### config.mk
export PLATFORM = sky130hd
export DESIGN_NAME = motor_feedback_frame_receiver
export DESIGN_NICKNAME = d
export VERILOG_FILES = /design/src/rtl/mffr_pkg.sv /design/src/rtl/mffr_frame_check.sv /design/src/rtl/motor_feedback_frame_receiver.sv
export SDC_FILE = /design/constraint.sdc
export NUM_CORES = 1
export LEC_CHECK = 0
export BUFFER_PORTS_ARGS = -buffer_cell sky130_fd_sc_hd__buf_2
export CORE_MARGIN = 2
export CORE_UTILIZATION = 30
export CTS_CLUSTER_SIZE = 30
export DETAILED_ROUTE_END_ITERATION = 7
export GPL_ROUTABILITY_DRIVEN = 0
export PLACE_DENSITY = 0.58
export SLEW_MARGIN = 20
export SYNTH_ARGS = -nofsm -noshare
export SYNTH_HDL_FRONTEND = slang
export SYNTH_HIERARCHICAL = 1
export SYNTH_SLANG_ARGS = --single-unit
### constraint.sdc
create_clock -name aclk -period 4.2 [get_ports aclk]
set_clock_uncertainty 0.2 [all_clocks]
set_input_delay 0.42 -clock aclk [delete_from_list [all_inputs] [get_ports aclk]]
set_output_delay 0.42 -clock aclk [all_outputs]
set_load 0.1 [all_outputs]
### src/rtl/mffr_pkg.sv
// Shared types and constants for the motor feedback frame receiver.
`timescale 1ns / 1ps

package mffr_pkg;

    localparam int FRAME_LEN = 18;   // bytes per frame
    localparam int FRAME_WORDS = 9;  // start, seven payload words, checksum
    localparam int COUNT_W = 5;

    localparam logic [15:0] SYNC_RESET = 16'hABCD;
    localparam logic [COUNT_W-1:0] START_COUNT = 5'd2;  // count right after the sync word
    localparam logic [COUNT_W-1:0] LAST_COUNT = 5'd17;  // index of the final frame byte

    // Whole frame, byte 0 in the lowest slot.
    typedef logic [FRAME_LEN-1:0][7:0] frame_t;

    typedef struct packed {
        logic               status;
        logic        [15:0] led_command;
        logic signed [15:0] board_temperature;
        logic signed [15:0] battery_level;
        logic signed [15:0] speed_left;
        logic signed [15:0] speed_right;
        logic signed [15:0] command_two;
        logic signed [15:0] command_one;
    } result_t;

endpackage

### src/rtl/mffr_frame_check.sv
// Frame checker: splits a complete frame into words, checks start word and XOR sum.
`timescale 1ns / 1ps

module mffr_frame_check (
    input  mffr_pkg::frame_t  frame,
    input  logic [15:0]       sync_word,
    output mffr_pkg::result_t result
);
    import mffr_pkg::*;

    logic [FRAME_WORDS-1:0][15:0] words;
    logic [15:0]                  xor_sum;

    always_comb begin
        for (int k = 0; k < FRAME_WORDS; k++) begin
            words[k] = {frame[2*k+1], frame[2*k]};
        end
        xor_sum = '0;
        for (int k = 0; k < FRAME_WORDS - 1; k++) begin
            xor_sum = xor_sum ^ words[k];
        end
    end

    always_comb begin
        result.status            = (words[0] != sync_word) || (xor_sum != words[FRAME_WORDS-1]);
        result.command_one       = words[1];
        result.command_two       = words[2];
        result.speed_right       = words[3];
        result.speed_left        = words[4];
        result.battery_level     = words[5];
        result.board_temperature = words[6];
        result.led_command       = words[7];
    end

endmodule

### src/rtl/motor_feedback_frame_receiver.sv
// Top level: rebuilds 18-byte motor feedback frames from a byte stream.
//
//  channel  | dir | handshake            | payload
//  ---------+-----+----------------------+---------------------------------------------
//  s_       | in  | s_tvalid / s_tready  | s_tdata[7:0] rx_byte
//  m_       | out | m_tvalid / m_tready  | m_tdata[111:0] seven payload words, m_tuser status
//  cfg_     | in  | cfg_valid / cfg_ready| cfg_data[15:0] sync_word
//
// One byte per beat, one beat per cycle while s_tready is high; the frame result is
// registered in the cycle after the final byte is accepted, into the single result
// register, so bytes keep being taken while the result is drained by m_tready.
// s_tready drops only while a result waits in that register and m_tready is low.
// aresetn is synchronous, active low: clears the byte count, previous byte, result
// valid and reloads sync_word to 0xABCD. Frame byte storage is not cleared.
`timescale 1ns / 1ps

module motor_feedback_frame_receiver (
    input  logic         aclk,
    input  logic         aresetn,

    input  logic         s_tvalid,
    output logic         s_tready,
    input  logic [7:0]   s_tdata,     // [7:0] rx_byte

    output logic         m_tvalid,
    input  logic         m_tready,
    output logic [111:0] m_tdata,     // [15:0] command_one, [31:16] command_two,
                                      // [47:32] speed_right, [63:48] speed_left,
                                      // [79:64] battery_level, [95:80] board_temperature,
                                      // [111:96] led_command
    output logic         m_tuser,     // [0] status: 0 ok, 1 start/checksum error

    input  logic         cfg_valid,
    output logic         cfg_ready,
    input  logic [15:0]  cfg_data     // [15:0] sync_word
);
    import mffr_pkg::*;

    // State
    logic [15:0]        sync_word_reg;
    logic [7:0]         prev_byte_reg;
    logic [COUNT_W-1:0] byte_count_reg, byte_count_next;
    logic [7:0]         frame_reg [LAST_COUNT];  // bytes 0..16; byte 17 comes straight in
    logic               m_tvalid_reg, m_tvalid_next;
    result_t            result_reg;

    // Per-beat decode
    logic    accept;
    logic    is_sync;
    logic    store_byte;
    logic    frame_done;
    logic    out_load;
    frame_t  frame_view;
    result_t check_result;

    assign cfg_ready = 1'b1;

    // Take a byte unless a finished result is stuck in the output register.
    assign s_tready = !m_tvalid_reg || m_tready;
    assign accept   = s_tvalid && s_tready;

    // Sync word: previous byte low, current byte high. Restart beats everything.
    assign is_sync    = ({s_tdata, prev_byte_reg} == sync_word_reg);
    assign store_byte = !is_sync && (byte_count_reg >= START_COUNT)
                        && (byte_count_reg < LAST_COUNT);
    assign frame_done = !is_sync && (byte_count_reg == LAST_COUNT);
    assign out_load   = accept && frame_done;

    // Frame as seen on the completing beat: stored bytes plus the incoming one.
    always_comb begin
        for (int i = 0; i < FRAME_LEN - 1; i++) begin
            frame_view[i] = frame_reg[i];
        end
        frame_view[FRAME_LEN-1] = s_tdata;
    end

    mffr_frame_check u_check (
        .frame     (frame_view),
        .sync_word (sync_word_reg),
        .result    (check_result)
    );

    always_comb begin
        byte_count_next = byte_count_reg;
        if (accept) begin
            if (is_sync) begin
                byte_count_next = START_COUNT;
            end else if (store_byte) begin
                byte_count_next = byte_count_reg + 1'b1;
            end else if (frame_done) begin
                byte_count_next = '0;
            end
        end
    end

    always_comb begin
        m_tvalid_next = m_tvalid_reg;
        if (out_load) begin
            m_tvalid_next = 1'b1;
        end else if (m_tready) begin
            m_tvalid_next = 1'b0;
        end
    end

    // Control registers
    always_ff @(posedge aclk) begin
        if (!aresetn) begin
            sync_word_reg  <= SYNC_RESET;
            prev_byte_reg  <= '0;
            byte_count_reg <= '0;
            m_tvalid_reg   <= 1'b0;
        end else begin
            if (cfg_valid) begin
                sync_word_reg <= cfg_data;
            end
            if (accept) begin
                prev_byte_reg <= s_tdata;
            end
            byte_count_reg <= byte_count_next;
            m_tvalid_reg   <= m_tvalid_next;
        end
    end

    // Frame storage and result register, payload only
    always_ff @(posedge aclk) begin
        if (accept) begin
            if (is_sync) begin
                frame_reg[0] <= prev_byte_reg;
                frame_reg[1] <= s_tdata;
            end else if (store_byte) begin
                frame_reg[byte_count_reg] <= s_tdata;
            end
        end
        if (out_load) begin
            result_reg <= check_result;
        end
    end

    assign m_tvalid = m_tvalid_reg;
    assign m_tuser  = result_reg.status;
    assign m_tdata  = {result_reg.led_command,
                       result_reg.board_temperature,
                       result_reg.battery_level,
                       result_reg.speed_left,
                       result_reg.speed_right,
                       result_reg.command_two,
                       result_reg.command_one};

    // Byte count is 0 or 2..17 between beats.
    a_count_range : assert property (@(posedge aclk) disable iff (!aresetn)
        (byte_count_reg != 5'd1) && (byte_count_reg <= LAST_COUNT))
        else $error("byte count out of range");

    // A new result only appears after an accepted beat.
    a_result_source : assert property (@(posedge aclk) disable iff (!aresetn)
        $rose(m_tvalid_reg) |-> $past(s_tvalid && s_tready))
        else $error("result without an accepted beat");

    // Emitting a frame closes it.
    a_done_clears : assert property (@(posedge aclk) disable iff (!aresetn)
        out_load |=> (byte_count_reg == '0))
        else $error("count not cleared after frame");

    // Sync pair always (re)opens a frame.
    a_sync_opens : assert property (@(posedge aclk) disable iff (!aresetn)
        (accept && is_sync) |=> (byte_count_reg == START_COUNT))
        else $error("sync did not restart frame");

    // Input stalls only behind a waiting result.
    a_stall_cause : assert property (@(posedge aclk) disable iff (!aresetn)
        !s_tready |-> (m_tvalid_reg && !m_tready))
        else $error("input stalled without a pending result");

endmodule
Word-level counts from Yosys, hierarchy flattened
Memories as Yosys holds them, arrays and structs flattened. Cells that the tools add are included.

Input port bits: 29. Bits in registers: 143. Memories: 1. Output and inout bits: 116. Memory bits (writable): 136.

Memory list: frame_reg (depth 17, bits a word 8, read ports 17, clocked after memory_dff 0, write ports 2, RTL line motor_feedback_frame_receiver.sv:43) `logic [7:0] frame_reg [LAST_COUNT];`.

Add/sub/neg operators: 1. Equal/unequal tests: 4. Reductions and logical operators: 13. Order comparisons: 2. Bitwise operators: 7. Mux-type cells: 15.

Operators with widths (number): $xor 16x16->16 (7); $ne 16x16->1 (2); $mux 5 (4); $eq 16x16->1 (1); $mux 1 (10); $mux 8 (1); $reduce_or 8->1 (1); $add 5x1->5 const B (1); $eq 5x5->1 const B (1); $ge 5x2->1 const B (1); $logic_and 1x1->1 (5); $lt 5x5->1 const B (1); $reduce_bool 3->1 (1); $logic_not 1->1 (2); $logic_or 1x1->1 (2); $reduce_and 2->1 (1); $reduce_bool 2->1 (1).

Longest topological paths before layout
Gate-level depths: netlist of the first run.

Word-level depth: 10. Gate-level depth with buffers: 7. Depth with buffers taken out: 6.

By module
Netlist of the first run, hierarchy kept.

Modules (own cells, without submodules): motor_feedback_frame_receiver (area an instance 9185.1 um2, sequential area each 8077.7 um2, instances 1, cells an instance 442); mffr_frame_check (area an instance 2200.9 um2, sequential area each 0.0 um2, instances 1, cells an instance 262).

Worst setup path before layout of the first run
Ideal clock, no wire load.

Path kind: reg2reg. From: register m_tvalid_reg (netlist: m_tvalid). To: register result_reg, in the netlist m_tdata[0] (enable). Required time: 3513 ps. Period minus slack after synthesis: 5528 ps. Stages on the path, launching flop included: 5. Data arrival time: 4841 ps. Slack: -1328 ps. Buffers on the path: 1. Cell sequence: dfxtp_1 nand2b_1 and2_1 clkbuf_1 and3_1.

Cells in the longest elaborated chain, start to end: 4.

RTL lines: from (decl) (RTL line motor_feedback_frame_receiver.sv:44) `logic m_tvalid_reg, m_tvalid_next;`; from (signal assigned) (RTL line motor_feedback_frame_receiver.sv:120) `m_tvalid_reg <= m_tvalid_next;`; $logic_not 1->1 (RTL line motor_feedback_frame_receiver.sv:59) `assign s_tready = !m_tvalid_reg || m_tready;`; $logic_or 1x1->1 (RTL line motor_feedback_frame_receiver.sv:59); via s_tready (RTL line motor_feedback_frame_receiver.sv:22) `output logic s_tready,`; $logic_and 1x1->1 (RTL line motor_feedback_frame_receiver.sv:60) `assign accept = s_tvalid && s_tready;`; $logic_and 1x1->1 (RTL line motor_feedback_frame_receiver.sv:67) `assign out_load = accept && frame_done;`; to (signal assigned) (RTL line motor_feedback_frame_receiver.sv:135) `result_reg <= check_result;`; to (decl) (RTL line motor_feedback_frame_receiver.sv:45) `result_t result_reg;`.

The timed path passes the listed nets, and every way through them passes these cells. A chain may end at the register's enable or synchronous reset.

Worst setup path in the final report of the first run
From: register sync_word_reg[6]. To: register result_reg, in the netlist m_tdata[71] (enable).

Cells in the longest elaborated chain, start to end: 4.

RTL lines: from (decl) (RTL line motor_feedback_frame_receiver.sv:40) `logic [15:0] sync_word_reg;`; from (signal assigned) (RTL line motor_feedback_frame_receiver.sv:114) `sync_word_reg <= cfg_data;`; $eq 16x16->1 (RTL line motor_feedback_frame_receiver.sv:63) `assign is_sync = ({s_tdata, prev_byte_reg} == sync_word_reg);`; $logic_not 1->1 (RTL line motor_feedback_frame_receiver.sv:66) `assign frame_done = !is_sync && (byte_count_reg == LAST_COUNT);`; $logic_and 1x1->1 (RTL line motor_feedback_frame_receiver.sv:66); $logic_and 1x1->1 (RTL line motor_feedback_frame_receiver.sv:67).

Every way passes these cells.

==> flow_summary.yaml, run 1 <==
clocking:
  ctsResizeCount: 0
  cts_tree: "built"
  cts_inserted_buffers: 28
  post_cts_buffers: 0
  numClockSinks: 279
  clock-root-buffer: "clkbuf_16"
  htree_levels: 1
  cts.clk_slew.worst_paths_ns: 0.06
  ctsHoldBuffers: 22
  insertion_delay_ns: 0.53
  cts_buffer_depth: 3
timing:
  fin_crit_ns: 2.850
  worst_pin_slew_ns: 0.8414
  final.setup.tns_ns: 0
  hold_viol_final: 0
  rsz0062_at_grt: "false"
  setup_viol: 0
  maxSlewHeadroom: 0.4391
  fin_ws_ns: 1.350
  fmax_ghz: 0.3509
  final_min_period_over_clock_period: 0.6785
  slew_violations: 0
yosys:
  synth_area_leaders: "edfxtp_1 66%, buf_4 7.5%, xnor2_1 6.8%"
  yosys_warnings: 6
  yosysSeqAreaShare: 0.7095
  synthArstFlopShare: 0
  synth-seq-cells: 279
  synth_area_leader_cell: "edfxtp_1"
  syn_nets: 737
  synth-edff-count: 249
  synth_flop_cell: "edfxtp_1"
  yosys-top-cells-count: "249 x edfxtp_1, 113 x buf_4, 88 x xnor2_1"
  yosysMostFrequentCell: "edfxtp_1"
  yosys.area.top_type_share: 0.6567
  synth_cells: 704
  ys_types: 42
  synthesis.area_um2: 11390
  synth_area_per_cell_um2: 16.17
placement:
  dp_hpwl_mm: 17.62
  dp_slack_ns: 0.9315
  portBuffers: 143
die:
  die-area_um2: 39530
  core_area_um2: 37490
  io_pins: 145
  row_count: 71
  die_w_um: 198.8
  start_util: 0.3037
  fp.dieH_um: 198.8
power:
  comb_power_share: 0.026
  power.total_mw: 5.608
  power.internal_mw: 4.474
  p_per_area_nw_per_um2: 429.9
  pwr-share-clk: 0.434
  leakage_nw: 4.577
  ir_worst_vdd_uv: 234.3
  seqPwrFrac: 0.540
  p_switching_mw: 1.134
  switching_share: 0.2022
run:
  maxCapViolations: 0
status:
  status: "finished clean"
critical_path:
  path_max_fanout: 56
  crit_arrival_ns: 2.87
  ff2ff_setup_slack_ns: 1.35
  crit_family: "simple AND/OR/NAND/NOR gates"
  crit_chain: "xor2_1 -> nor4_1 -> nand4_1 -> and3_4 -> buf_4"
  cpMaxStageDelayCell: "and3_4"
  cp.required_ns: 4.22
  critPathBufInv: 1
  start_kind: "register"
  cpPeakStageDelay_ns: 0.85
  criticalPathCategory: "reg -> reg"
  cp-end-kind: "register"
detailed_routing:
  dr_wl_met3_mm: 1.308
  vias: 5469
  firstDrtPassIters: 4
  wl_met2_mm: 11.57
  wl_mm: 24.51
  route.top_layer_used: "met4"
  ant_nets: 0
  drc: 0
  drtIter0Drc: 408
  wire_per_inst_um: 18.64
  wl_met1_mm: 11.17
  drt-vias-per-instance: 4.159
global_route:
  grt_use_total: 0.1221
  grt_pass1_wl_mm: 35.24
  grt_pass1_vias: 5668
  antenna_found_initial: 0
  gr-total-overflow: 0
  grt_max_degree: 57
layout:
  largest_reg_flops: 136
  final_core_util: 0.3479
  nets: 816
  syn2layout_area_growth_pct: 14.56
  antennaDiodeCount: 0
  drive_gt1_frac: 0.2575
hold_path:
  hold_path.class: "in -> reg"
[area by class of cell]
cell class	count	area (um2)
clock buffer	34	744.5
clock inverter	17	162.7
sequential	279	8078
tap	511	639.4
inverter	4	15.01
multi-input combinational	296	2389
timing repair buffer	174	1016
fill	3656	24440
[metrics by stage]
stage                     hold WS (ns)  std cells  area, um2
after floorplan                 0.2606        704      11390
after global placement          0.2556       1242      11920
after detailed placement        0.2557       1242      11920
after CTS                     0.001872       1315      13040
after global routing           0.01831       1315      13040
final                          0.01321       1315      13040
[worst register-to-register path, cell delays in order, from the launching register on]
cell     delay (ns)
dfxtp_1        0.44
xor2_1         0.20
nor4_1         0.08
nand4_1        0.35
and3_4         0.86
buf_4          0.40
[routing by layer]
layer	up-vias	track usage
met2	150	0.2012
met5	-	0
li1	2566	-
met1	2726	0.1649
met3	27	0.02136
met4	0	0.03593
[kinds of logic after synthesis]
group	count (synthesis)	synth area share
flip-flops	279	0.7095
buffers and inverters	129	0.08121
AND/OR/NAND/NOR	91	0.04231
multiplexers	24	0.02462
XOR/XNOR	154	0.1257
adder cells (fa/ha/maj)	4	0.004396
other	1	0.0003294
AO/OA/AOI/OAI	22	0.01198
[final timing paths]
check                                   to                          start  cells past startpoint
min          sync_word_reg[0]$_SDFFE_PN1P_                        aresetn                      2
min reg2reg          m_tdata[22]$_DFFE_PP_      frame_reg[4][6]$_DFFE_PP_                      0
max                  m_tdata[71]$_DFFE_PP_  sync_word_reg[6]$_SDFFE_PN1P_                      5
max reg2reg          m_tdata[71]$_DFFE_PP_  sync_word_reg[6]$_SDFFE_PN1P_                      5
[power by group through the flow]
stage | clock network (mW) | logic, mW | registers (mW)
6_report | 2.43 | 0.147 | 3.03
5_1_grt | 2.61 | 0.162 | 3.03
4_1_cts | 2.50 | 0.149 | 3.03
3_5_place_dp | 0 | 0.133 | 3.09
3_3_place_gp | 0 | 0.130 | 3.09
2_1_floorplan | 0 | 0.0699 | 3.08
[cells in the final DEF, fill, tap and decap left out, types with 10 or more instances in the layout]
| master | instances |
|---|---|
| dlygate4sd3_1 | 22 |
| nor4_1 | 10 |
| clkbuf_16 | 29 |
| dfxtp_1 | 30 |
| and3_1 | 14 |
| nand2_1 | 31 |
| nor2_1 | 10 |
| mux2i_1 | 16 |
| buf_2 | 143 |
| a21oi_1 | 12 |
| xor2_1 | 60 |
| edfxtp_1 | 249 |
| xnor2_1 | 88 |
(Power assumes the default switching activity.)
==> inputs of run 2 (changes only) <==
--- a/config.mk
+++ b/config.mk
@@ -5,13 +5,14 @@
 export SDC_FILE = /design/constraint.sdc
 export NUM_CORES = 1
 export LEC_CHECK = 0
+export ABC_AREA = 1
 export BUFFER_PORTS_ARGS = -buffer_cell sky130_fd_sc_hd__buf_2
 export CORE_MARGIN = 2
 export CORE_UTILIZATION = 30
 export CTS_CLUSTER_SIZE = 30
 export DETAILED_ROUTE_END_ITERATION = 7
 export GPL_ROUTABILITY_DRIVEN = 0
-export PLACE_DENSITY = 0.58
+export PLACE_DENSITY = 0.57
 export SLEW_MARGIN = 20
 export SYNTH_ARGS = -nofsm -noshare
 export SYNTH_HDL_FRONTEND = slang
==> constraint.sdc (replaced) <==
create_clock -name aclk -period 2.6 [get_ports aclk]
set_clock_uncertainty 0.2 [all_clocks]
set_input_delay 0.26 -clock aclk [delete_from_list [all_inputs] [get_ports aclk]]
set_output_delay 0.26 -clock aclk [all_outputs]
set_load 0.1 [all_outputs]
==> flow_summary.yaml, run 2 <==
status:
  status: "finished clean"
timing:
  hold_viol_final: 0
  maxSlewHeadroom: 0.6560
  worst_pin_slew_ns: 0.5196
  setup_viol: 0
  slew_violations: 0
  fin_crit_ns: 2.328
  fmax_ghz: 0.4296
  rsz0062_at_grt: "false"
  final_min_period_over_clock_period: 0.8952
critical_path:
  r2r-start: "byte_count_reg[0]$_SDFFE_PN0P_"
  ff2ff_setup_slack_ns: 0.39
  crit_arrival_ns: 2.55
  cpMaxStageDelayCell: "dlygate4sd3_1"
  r2r-end: "frame_reg[12][6]$_DFFE_PP_"
  path_common_cell: "dlygate4sd3_1"
  criticalPathCategory: "in -> reg"
  cp-end-kind: "register"
  start_kind: "input pin"
  r2r_cells: 11
  cpPeakStageDelay_ns: 0.56
  path_max_fanout: 22
  cp.required_ns: 2.82
  crit_chain: "dlygate4sd3_1 -> buf_2 -> clkinv_1 -> a21oi_1 -> o21ai_0 -> dlygate4sd3_1"
clocking:
  numClockSinks: 279
  cts_inserted_buffers: 26
  clock-root-buffer: "clkbuf_16"
  insertion_delay_ns: 0.53
  htree_levels: 1
  ctsResizeCount: 0
  cts.clk_slew.worst_paths_ns: 0.06
  cts_tree: "built"
  cts_buffer_depth: 3
detailed_routing:
  drtIter0Drc: 470
  drt-vias-per-instance: 4.230
  ant_nets: 0
  vias: 7788
  wire_per_inst_um: 16.00
  drc: 0
  firstDrtPassIters: 5
  wl_mm: 29.46
yosys:
  synth_area_leaders: "edfxtp_1 60%, nand2_1 9.5%, buf_4 6.8%"
  ys_types: 33
  yosys-top-cells-count: "318 x nand2_1, 249 x edfxtp_1, 132 x inv_1"
  yosysSeqAreaShare: 0.6437
  synth_cells: 1163
  yosys.area.top_type_share: 0.5958
  synthesis.area_um2: 12550
  synth_area_leader_cell: "edfxtp_1"
  synthArstFlopShare: 0
  yosysMostFrequentCell: "nand2_1"
  synth_area_per_cell_um2: 10.79
  syn_nets: 1196
  yosys_warnings: 6
  synth-edff-count: 249
  synth-seq-cells: 279
  synth_flop_cell: "edfxtp_1"
die:
  core_area_um2: 41020
  die-area_um2: 43480
  die_w_um: 208.5
  row_count: 74
  io_pins: 145
  fp.dieH_um: 208.5
  start_util: 0.3060
global_route:
  gr-total-overflow: 0
  grt_use_total: 0.1339
  antenna_found_initial: 0
  grt_pass1_vias: 7698
  grt_pass1_wl_mm: 44.59
  grt_max_degree: 45
layout:
  final_common_cell: "nand2_1"
  fin_cells: 1841
  drive_gt1_frac: 0.1940
  nets: 1322
  final_cell_mix: "316 x nand2_1, 249 x edfxtp_1, 143 x buf_2"
  antennaDiodeCount: 0
  syn2layout_area_growth_pct: 17.02
  largest_reg_flops: 136
power:
  power.total_mw: 9.303
  p_per_area_nw_per_um2: 633.5
  ir_worst_vdd_uv: 380.7
  leakage_nw: 6.113
placement:
  dp_cells: 1750
  dp_hpwl_mm: 22.11
  portBuffers: 143
hold_path:
  holdPathStages: 2
  hold_path.class: "in -> reg"
  hold_start: "cfg_valid"
  min_to: "sync_word_reg[0]$_SDFFE_PN1P_"
run:
  maxCapViolations: 0
==> run 2: critical path, delay by kind of cell <==
family	cells	cell delay [ns]
buffers and inverters	4	1.92
AO/OA/AOI/OAI	2	0.36
==> run 2: stage by stage <==
| stage | util | setup slack (ns) | cell area, um2 | TNS, ns | hold slack, ns |
|---|---|---|---|---|---|
| 6_report | 0.3580 | 0.2725 | 14690 | 0 | 0.02928 |
| 5_1_grt | 0.3580 | 0.1370 | 14690 | 0 | 0.06406 |
| 4_1_cts | 0.3580 | 0.2848 | 14690 | 0 | 0.009323 |
| 3_5_place_dp | 0.3260 | 0.2937 | 13370 | 0 | 0.2382 |
| 3_3_place_gp | 0.3260 | 0.3117 | 13370 | 0 | 0.2432 |
| 2_1_floorplan | - | -0.6962 | 12610 | -78.67 | 0.1589 |
==> run 2: power by group <==
| group | internal, mW | total [mW] | switching [mW] |
|---|---|---|---|
| sequential | 4.89 | 4.94 | 0.0468 |
| clock | 2.27 | 3.91 | 1.64 |
| combinational | 0.183 | 0.456 | 0.273 |
==> run 2: worst max path at each step <==
stage / from / slack [ns] / depth (start not counted) / end
floorplan: m_tvalid$_SDFFE_PN0P_ / -0.70 / 5 / m_tdata[0]$_DFFE_PP_
global placement: s_tdata[2] / 0.31 / 13 / frame_reg[0][2]$_DFFE_PP_
detailed placement: s_tdata[2] / 0.29 / 13 / frame_reg[0][2]$_DFFE_PP_
CTS: s_tdata[0] / 0.28 / 14 / frame_reg[10][6]$_DFFE_PP_
global route: s_tdata[0] / 0.14 / 14 / frame_reg[12][6]$_DFFE_PP_
finish: aresetn / 0.27 / 6 / sync_word_reg[15]$_SDFFE_PN1P_
==> run 2: cell families after synthesis <==
kind of cell    synth area share
simple gates              0.1695
flops                     0.6437
buf+inv                   0.1151
xor+xnor                 0.04536
compound gates           0.02213
fa+ha+maj               0.003988
other cells            0.0002988
==> run 2: timing repair <==
item                      in CTS  in global routing
hold buffers                  43                  0
setup buffers                  0                  0
hold endpoints to repair      74                  0
==> run 2: area by class of cell <==
type	count	area, um2
fill	4051	26330
sequential	279	8082
multi-input combinational	621	3073
timing repair buffer	220	1439
clock buffer	34	721.9
tap	532	665.6
inverter	141	543.0
clock inverter	14	161.4
==> run 2: per-layer routing <==
| metal | track usage | vias to the layer above | wire, um |
|---|---|---|---|
| met5 | 0 | - | 0 |
| met2 | 0.2252 | 158 | 13970 |
| met4 | 0.04212 | 0 | 644 |
| met1 | 0.1762 | 3675 | 13560 |
| met3 | 0.02264 | 34 | 1283 |
| li1 | - | 3921 | - |
